===== src/hw/rtl/wpsc_pkg.sv =====
// ----------------------------------------------------------------------------
// wpsc_pkg
// Widths, register indexes and fixed-point constants shared by the windowed
// PID speed controller and its channel interfaces.
// ----------------------------------------------------------------------------
package wpsc_pkg;

  localparam int SPEED_W   = 16;  // Q8.8 speed samples
  localparam int ERR_W     = SPEED_W + 1;
  localparam int GAIN_W    = 24;  // Q8.16 gains
  localparam int DRIVE_W   = 13;  // Q12 drive, 0..4096
  localparam int CFG_IDX_W = 2;
  localparam int FRAC_W    = 24;  // raw drive fraction bits (Q.24)
  localparam int OUT_SHIFT = 12;  // Q.24 -> Q12

  typedef logic [CFG_IDX_W-1:0]        cfg_index_t;
  typedef logic signed [SPEED_W-1:0]   speed_t;
  typedef logic signed [ERR_W-1:0]     err_t;
  typedef logic signed [GAIN_W-1:0]    gain_t;
  typedef logic [DRIVE_W-1:0]          drive_t;

  localparam cfg_index_t REG_KP     = 2'd0;
  localparam cfg_index_t REG_KD_EFF = 2'd1;
  localparam cfg_index_t REG_KI_EFF = 2'd2;

  localparam logic [FRAC_W:0] HALF_OUT_LSB = 25'h0000800;
  localparam drive_t          DRIVE_FULL   = 13'd4096;
  localparam drive_t          DRIVE_ZERO   = 13'd0;

endpackage


===== src/hw/rtl/wpsc_in_if.sv =====
// ----------------------------------------------------------------------------
// wpsc_in_if
// Speed sample channel: measured and wanted speed with valid/ready.
// ----------------------------------------------------------------------------
interface wpsc_in_if
  import wpsc_pkg::*;
();
  logic   valid;
  logic   ready;
  speed_t measured_speed;
  speed_t wanted_speed;

  modport source (output valid, output measured_speed, output wanted_speed, input ready);
  modport sink   (input valid, input measured_speed, input wanted_speed, output ready);
endinterface


===== src/hw/rtl/wpsc_out_if.sv =====
// ----------------------------------------------------------------------------
// wpsc_out_if
// Drive command channel: throttle level and clamp flag with valid/ready.
// ----------------------------------------------------------------------------
interface wpsc_out_if
  import wpsc_pkg::*;
();
  logic   valid;
  logic   ready;
  drive_t drive_level;
  logic   was_clamped;

  modport source (output valid, output drive_level, output was_clamped, input ready);
  modport sink   (input valid, input drive_level, input was_clamped, output ready);
endinterface


===== src/hw/rtl/wpsc_cfg_if.sv =====
// ----------------------------------------------------------------------------
// wpsc_cfg_if
// Configuration write channel: register index and data with valid/ready.
// ----------------------------------------------------------------------------
interface wpsc_cfg_if
  import wpsc_pkg::*;
();
  logic       valid;
  logic       ready;
  cfg_index_t index;
  gain_t      data;

  modport source (output valid, output index, output data, input ready);
  modport sink   (input valid, input index, input data, output ready);
endinterface


===== src/hw/rtl/windowed_pid_speed_controller_top.sv =====
// ----------------------------------------------------------------------------
// windowed_pid_speed_controller_top
// Speed PID with a sliding-window integral over the last WINDOW_LEN errors.
// ----------------------------------------------------------------------------
// Usage:
//   sample  - one transaction per control tick: measured_speed, wanted_speed
//             (signed Q8.8). The error is pushed into a shift line of the
//             last WINDOW_LEN errors and a running sum is updated on accept.
//   drive   - one transaction per sample: drive_level (Q12, 0..4096) and
//             was_clamped, set when the raw drive fell outside 0..1.
//   cfg     - register writes: index 0 kp, 1 kd_eff, 2 ki_eff (Q8.16).
//             Always ready; other indexes are ignored. Write only while idle.
// Pipeline: error/window stage, product stage, sum/saturate stage into the
//   output register; drive valid rises once a sample has passed all of them.
// Throughput: one sample per cycle unless drive back-pressure stalls; each stage
//   is limited by one 24-bit by up-to-22-bit multiply or one wide add and compare.
// Reset: gains, error count and window sum clear; the pipeline empties.
//   Derivative and integral terms stay off until two errors are stored.
// Stall: each stage holds while the next one is full and not draining, so
//   samples keep entering until all three stages hold results.
// ----------------------------------------------------------------------------
module windowed_pid_speed_controller_top
  import wpsc_pkg::*;
#(
  parameter int WINDOW_LEN = 30
) (
  input  logic   clk,
  input  logic   rst,
  wpsc_in_if.sink    sample,
  wpsc_out_if.source drive,
  wpsc_cfg_if.sink   cfg
);

  localparam int SUM_W = ERR_W + $clog2(WINDOW_LEN);
  localparam int FILL_W = $clog2(WINDOW_LEN + 1);
  localparam int DIFF_W = ERR_W + 1;
  localparam int P_W = GAIN_W + ERR_W;
  localparam int D_W = GAIN_W + DIFF_W;
  localparam int I_W = GAIN_W + SUM_W;
  localparam int RAW_W = I_W + 2;
  localparam logic signed [RAW_W-1:0] ONE_RAW = RAW_W'(25'h1000000);

  // Gains
  gain_t kp;
  gain_t kd_eff;
  gain_t ki_eff;

  // Window state
  err_t                     err_line [WINDOW_LEN];
  logic signed [SUM_W-1:0]  window_sum;
  logic [FILL_W-1:0]        fill_count;

  // Stage 1: error, difference, sum
  logic                     v1;
  err_t                     s1_err;
  logic signed [DIFF_W-1:0] s1_diff;
  logic signed [SUM_W-1:0]  s1_sum;

  // Stage 2: products
  logic                     v2;
  logic signed [P_W-1:0]    p_prod;
  logic signed [D_W-1:0]    d_prod;
  logic signed [I_W-1:0]    i_prod;

  // Stage 3: output register
  logic                     out_valid;
  drive_t                   out_level;
  logic                     out_clamped;

  // Combinational
  logic                     out_free;
  logic                     s2_free;
  logic                     s1_free;
  logic                     accept;
  err_t                     err;
  logic                     full;
  logic                     terms_on;
  logic signed [SUM_W-1:0]  window_sum_next;
  logic signed [RAW_W-1:0]  raw;
  logic [FRAC_W:0]          rounded;
  drive_t                   level_next;
  logic                     clamped_next;

  assign out_free = !out_valid || drive.ready;
  assign s2_free  = !v2 || out_free;
  assign s1_free  = !v1 || s2_free;
  assign accept   = sample.valid && s1_free;

  assign sample.ready      = s1_free;
  assign drive.valid       = out_valid;
  assign drive.drive_level = out_level;
  assign drive.was_clamped = out_clamped;
  assign cfg.ready         = 1'b1;

  always_ff @(posedge clk) begin
    if (rst) begin
      kp     <= '0;
      kd_eff <= '0;
      ki_eff <= '0;
    end else if (cfg.valid) begin
      case (cfg.index)
        REG_KP:     kp     <= cfg.data;
        REG_KD_EFF: kd_eff <= cfg.data;
        REG_KI_EFF: ki_eff <= cfg.data;
        default: ;
      endcase
    end
  end

  assign err  = ERR_W'(sample.wanted_speed) - ERR_W'(sample.measured_speed);
  assign full = (fill_count == FILL_W'(WINDOW_LEN));
  // Two or more errors stored after the push exactly when at least one was stored before
  assign terms_on = (fill_count != '0);

  // Drop the oldest error once the window is full
  assign window_sum_next = window_sum + SUM_W'(err)
                         - (full ? SUM_W'(err_line[WINDOW_LEN-1]) : SUM_W'(0));

  always_ff @(posedge clk) begin
    if (rst) begin
      window_sum <= '0;
      fill_count <= '0;
    end else if (accept) begin
      window_sum <= window_sum_next;
      if (!full) begin
        fill_count <= fill_count + FILL_W'(1);
      end
    end
  end

  // Shift line of errors, newest at tap 0
  always_ff @(posedge clk) begin
    if (accept) begin
      err_line[0] <= err;
      for (int i = 1; i < WINDOW_LEN; i++) begin
        err_line[i] <= err_line[i-1];
      end
    end
  end

  always_ff @(posedge clk) begin
    if (rst) begin
      v1 <= 1'b0;
    end else if (s1_free) begin
      v1 <= sample.valid;
    end
  end

  always_ff @(posedge clk) begin
    if (accept) begin
      s1_err  <= err;
      s1_diff <= terms_on ? DIFF_W'(err) - DIFF_W'(err_line[0]) : '0;
      s1_sum  <= terms_on ? window_sum_next : '0;
    end
  end

  always_ff @(posedge clk) begin
    if (rst) begin
      v2 <= 1'b0;
    end else if (s2_free) begin
      v2 <= v1;
    end
  end

  always_ff @(posedge clk) begin
    if (s2_free && v1) begin
      p_prod <= P_W'(kp) * P_W'(s1_err);
      d_prod <= D_W'(kd_eff) * D_W'(s1_diff);
      i_prod <= I_W'(ki_eff) * I_W'(s1_sum);
    end
  end

  assign raw = RAW_W'(p_prod) + RAW_W'(d_prod) + RAW_W'(i_prod);
  assign rounded = raw[FRAC_W:0] + HALF_OUT_LSB;

  always_comb begin
    if (raw < 0) begin
      level_next   = DRIVE_ZERO;
      clamped_next = 1'b1;
    end else if (raw > ONE_RAW) begin
      level_next   = DRIVE_FULL;
      clamped_next = 1'b1;
    end else begin
      level_next   = rounded[FRAC_W:OUT_SHIFT];
      clamped_next = 1'b0;
    end
  end

  always_ff @(posedge clk) begin
    if (rst) begin
      out_valid <= 1'b0;
    end else if (out_free) begin
      out_valid <= v2;
    end
  end

  always_ff @(posedge clk) begin
    if (out_free && v2) begin
      out_level   <= level_next;
      out_clamped <= clamped_next;
    end
  end

  // Error count never runs past the window
  a_fill_bound: assert property (@(posedge clk) disable iff (rst)
    fill_count <= FILL_W'(WINDOW_LEN))
    else $error("fill_count beyond window length");

  // Count advances by one per accepted sample until full
  a_fill_step: assert property (@(posedge clk) disable iff (rst)
    (accept && !full) |=> fill_count == $past(fill_count) + FILL_W'(1))
    else $error("fill_count did not advance on accept");

  // A clamped result sits at one of the rails
  a_clamp_rail: assert property (@(posedge clk) disable iff (rst)
    (out_valid && out_clamped) |-> (out_level == DRIVE_ZERO || out_level == DRIVE_FULL))
    else $error("clamped drive not at a rail");

  // Drive never exceeds full throttle
  a_level_max: assert property (@(posedge clk) disable iff (rst)
    out_valid |-> out_level <= DRIVE_FULL)
    else $error("drive level above full scale");

  // A held stage moves only when the next one takes it
  a_s2_hold: assert property (@(posedge clk) disable iff (rst)
    (v2 && !out_free) |=> v2 && $stable(i_prod))
    else $error("product stage lost while stalled");

endmodule


===== src/flat_wrapper.sv =====
// flat-port wrapper written by rule: the top's interface ports become plain ports
module windowed_pid_speed_controller_top_flat import wpsc_pkg::*;
#(
  parameter int WINDOW_LEN = 30
)
  (clk, rst, sample_valid, sample_measured_speed, sample_wanted_speed, sample_ready, drive_valid, drive_drive_level, drive_was_clamped, drive_ready, cfg_valid, cfg_index, cfg_data, cfg_ready);
  wpsc_in_if sample_i ();
  wpsc_out_if drive_i ();
  wpsc_cfg_if cfg_i ();
  input  logic clk;
  input  logic rst;
  input wire logic [$bits(sample_i.valid)-1:0] sample_valid;
  input wire logic [$bits(sample_i.measured_speed)-1:0] sample_measured_speed;
  input wire logic [$bits(sample_i.wanted_speed)-1:0] sample_wanted_speed;
  output wire logic [$bits(sample_i.ready)-1:0] sample_ready;
  output wire logic [$bits(drive_i.valid)-1:0] drive_valid;
  output wire logic [$bits(drive_i.drive_level)-1:0] drive_drive_level;
  output wire logic [$bits(drive_i.was_clamped)-1:0] drive_was_clamped;
  input wire logic [$bits(drive_i.ready)-1:0] drive_ready;
  input wire logic [$bits(cfg_i.valid)-1:0] cfg_valid;
  input wire logic [$bits(cfg_i.index)-1:0] cfg_index;
  input wire logic [$bits(cfg_i.data)-1:0] cfg_data;
  output wire logic [$bits(cfg_i.ready)-1:0] cfg_ready;
  assign sample_i.valid = sample_valid;
  assign sample_i.measured_speed = sample_measured_speed;
  assign sample_i.wanted_speed = sample_wanted_speed;
  assign sample_ready = sample_i.ready;
  assign drive_valid = drive_i.valid;
  assign drive_drive_level = drive_i.drive_level;
  assign drive_was_clamped = drive_i.was_clamped;
  assign drive_i.ready = drive_ready;
  assign cfg_i.valid = cfg_valid;
  assign cfg_i.index = cfg_index;
  assign cfg_i.data = cfg_data;
  assign cfg_ready = cfg_i.ready;
  windowed_pid_speed_controller_top #(.WINDOW_LEN(WINDOW_LEN)) u_core (.clk(clk), .rst(rst), .sample(sample_i), .drive(drive_i), .cfg(cfg_i));
endmodule

===== config.mk =====
export PLATFORM = sky130hd
export DESIGN_NAME = windowed_pid_speed_controller_top_flat
export DESIGN_NICKNAME = d
export VERILOG_FILES = /design/src/hw/rtl/wpsc_pkg.sv /design/src/hw/rtl/wpsc_in_if.sv /design/src/hw/rtl/wpsc_out_if.sv /design/src/hw/rtl/wpsc_cfg_if.sv /design/src/hw/rtl/windowed_pid_speed_controller_top.sv /design/src/flat_wrapper.sv
export SDC_FILE = /design/constraint.sdc
export NUM_CORES = 2
export LEC_CHECK = 0
export BUFFER_PORTS_ARGS = -buffer_cell sky130_fd_sc_hd__buf_2
export CAP_MARGIN = 10
export CORE_ASPECT_RATIO = 1.1
export CORE_MARGIN = 1.5
export CORE_UTILIZATION = 60
export DETAILED_ROUTE_END_ITERATION = 7
export PLACE_DENSITY = 0.76
export SETUP_SLACK_MARGIN = 0.5
export SLEW_MARGIN = 25
export SYNTH_ARGS = -nofsm -noshare
export SYNTH_HDL_FRONTEND = slang
export SYNTH_SLANG_ARGS = --single-unit

===== constraint.sdc =====
create_clock -name clk -period 26.3 [get_ports clk]
set_input_delay 1.315 -clock clk [delete_from_list [all_inputs] [get_ports clk]]
set_output_delay 1.315 -clock clk [all_outputs]
set_load 0.02 [all_outputs]

==> metrics.md <==
| Metric | Value |
|---|---|
| Via count | 52838 |
| Initial core utilization | 60.7% |
| Area after DPL | 82600 um^2 |
| PwrDens | 84.8 nW/um^2 |
| Final setup viols | 0 |
| Post-CTS Resized | 0 |
| Final routed DRC violation total | 0 |
| Period utilization | 32.9% |
| Mapped cell area | 80600 um^2 |
| Final core occ | 64.2% |
| Hold slack | 0.395 ns |
| Seq/Total Area, Yosys | 28.3% |
| Final Hold Vio Count | 0 |
| Crit. End Element | flop |
| Die W | 353 um |
| Post-CTS Setup Inserts | 0 |
| Post-synth EDFFs | 693 |
| Setup TNS | 0 ns |
| Hold Startpoint | u_core.err_line[9][18]$_DFFE_PP_ |
| DRC violation total after the first TritonRoute iteration | 4231 |
| Number of global-route vias before repair | 56346 |
| Share of cells above drive strength 1 | 4.22% |
| CP Class | reg -> reg |
| Worst setup path startpoint | u_core.s1_sum[1]$_SDFFCE_PN0P_ |
| DR WL/cell | 20.7 um |
| Crit-path max cell delay | 1.05 ns |
| Mapped Avg Cell Area | 10.7 um^2 |
| Slew HR | 29.0% |
| Worst Path Arrival | 9.02 ns |
| Crit path launch type | flop |
| Number of H-tree levels | 3 |
| Total CTS buffers | 77 |
| Tot Pwr | 0.00724 W |
| Syn nets | 9481 |
| Core area | 133000 um^2 |
| Max FO, Critical Path | 24 |
| DPL Wire Length | 148 mm |
| Synth Flop Type | edfxtp_1 |
| Gp weighted congestion | 0.956 |
| Clock latency on the worst-skew pair | 0.68 ns |
| HP Class | reg -> reg |
| Peak supply drop | 0.0858 mV |
| Min Tclk post-route | 8.65 ns |
| Clock Pin Slew Worst Setup and Hold Paths | 0.07 ns |
| Register Area | 22900 um^2 |
| Clock skew | 0.0544 ns |
| Most common cell on crit path | fa_1 |
| CP Data Required Time | 26.67 ns |
| Ys async rst share | 0% |
| Area of the multi-input gates | 51000 um^2 |
| RSZ-0062 raised after global routing | no |
| Die area | 137000 um^2 |
| Slew @ Worst Pin | 1.06 ns |
| CTS tree | built |
| Ports | 80 |
| Grt total ovfl | 0 |
| P&R area growth vs syn | 5.77% |
| Post-synthesis register bit count | 795 |
| Row cnt | 140 |
| Run status | complete, no violations |
| Slowest CP cell | edfxtp_1 |
| Gr usage total | 29.5% |
| Bufs on Longest Clock Path | 3 |
| Leak | 37.8 nW |
| CTS root buf | clkbuf_16 |
| Fmax | 0.116 GHz |
| Hold buffer count at CTS | 0 |
| Synth cell types | 94 |
| Design area | 85300 um^2 |
| Layout Nets | 9403 |
| Vias per inst | 5.69 |
| Slew Viols, Final | 0 |
| Sink Count | 795 |
| Post-synthesis instance total | 7533 |
| Detailed Route WL | 193 mm |
| Largest net degree at the start of global routing | 214 |
| Reg-to-reg startpoint | u_core.s1_sum[1]$_SDFFCE_PN0P_ |
| Die Span Y | 388 um |
| Initial antenna violation count | 6 |
| Max Cap Viol | 0 |
| DRT antenna net count | 0 |
| First-pass GRT wire length | 312 mm |
| First-pass DRT Iterations | 8 |
| Fillers | 10306 |
| Port Buffers | 78 |
| Crit-path cells | nand2_1 -> fa_1 -> fa_1 -> fa_1 -> inv_1 -> fa_1 -> fa_1 -> fa_1 -> inv_1 -> fa_1 -> inv_1 -> ha_1 -> a211o_1 -> a21oi_1 -> o21ai_0 -> a32o_1 -> o31ai_1 -> a211oi_1 -> o21ai_0 -> nand3_1 -> a2111oi_0 -> nor3b_1 |
| Yosys warning count | 0 |
| N_diodes | 0 |
==> power breakdown <==
| part | leakage, nW | internal [W] | switching, W |
|---|---|---|---|
| combinational | 29.0 | 0.00164 | 0.00264 |
| clock | 1.24 | 0.000614 | 0.000523 |
| sequential | 7.57 | 0.00162 | 0.000198 |
==> registers in the layout, indices dropped and copies added, names as in the netlist, 18 cells and up <==
register,count
u_core.err_line,494
u_core.i_prod,46
u_core.d_prod,42
u_core.p_prod,41
u_core.kd_eff,24
u_core.ki_eff,24
u_core.kp,24
u_core.s1_sum,22
u_core.window_sum,22
u_core.s1_diff,18
==> synthesized netlist by cell type (all sizes together), types with 27 or more instances <==
library cell,count,share of area [%]
nor3,56,0.35
o21ai,109,0.68
clkbuf,290,1.4
edfxtp,693,26
nand2,1071,5.0
a211oi,28,0.26
xnor2,146,1.6
and2,530,4.1
o21a,37,0.34
nor2,191,0.89
a21o,76,0.71
a21oi,260,1.6
fa,1437,36
nand2b,65,0.50
xor2,63,0.68
dfxtp,102,2.5
inv,1496,7.0
ha,448,7.0
nand4,27,0.22
nor2b,37,0.29
nand3,54,0.34
o21bai,29,0.27
==> worst max-delay path, delay by kind of cell (launching register included) <==
family | cells | cell delay, ns
adder cells (fa/ha/maj) | 8 | 3.93
AND/OR/NAND/NOR | 3 | 0.50
AO/OA/AOI/OAI | 8 | 2.78
buffers and inverters | 3 | 0.14
flip-flops | 1 | 1.05
==> cells by family after synthesis <==
kind of cell,synth area share [%]
AO/OA/AOI/OAI,5.39
XOR/XNOR,2.30
adder cells (fa/ha/maj),42.6
buffers and inverters,8.42
flip-flops,28.3
multiplexers,0.0636
other,0.00465
AND/OR/NAND/NOR,12.9
==> routing by layer <==
layer	routed length, um	GRT usage, %	up-vias
met5	13	0	-
met4	9450	12.9	2
met3	13200	3.86	421
met2	93500	48.5	1984
met1	76500	39.7	27237
li1	-	-	23194
==> worst paths after layout <==
check | to | slack [ns] | depth (start not counted)
max | u_core.i_prod[45]$_DFFE_PP_ | 17.65 | 22
min reg2reg | u_core.err_line[10][1]$_DFFE_PP_ | 0.40 | 0
max reg2reg | u_core.i_prod[45]$_DFFE_PP_ | 17.65 | 22
min | u_core.err_line[10][1]$_DFFE_PP_ | 0.40 | 0
==> cell type report <==
class / count / share of cell area, %
clock inverters: 48 / 0.664
repair buffers: 145 / 1.16
inverters: 1498 / 6.60
multi-input cells: 4938 / 59.8
well taps: 1775 / 2.60
clock buffers: 93 / 2.37
flip-flops and latches: 795 / 26.8
==> cell usage in the layout (no fill, tap or decap), drive strengths merged, types with 145 or more instances in the layout <==
cell and instances:
inv 1503, xnor2 146, nand2 1071, ha 448, a21oi 260, nor2 191, and2 530, buf 145
edfxtp 693, fa 1437
==> through the flow <==
step,instances,setup WS (ns)
after CTS,9285,17.77
final,9292,17.65
after global placement,9144,17.97
after global routing,9292,17.20
after floorplan,7533,8.25
after detailed placement,9144,17.82
Note: power is estimated with default switching activity, not from simulation.
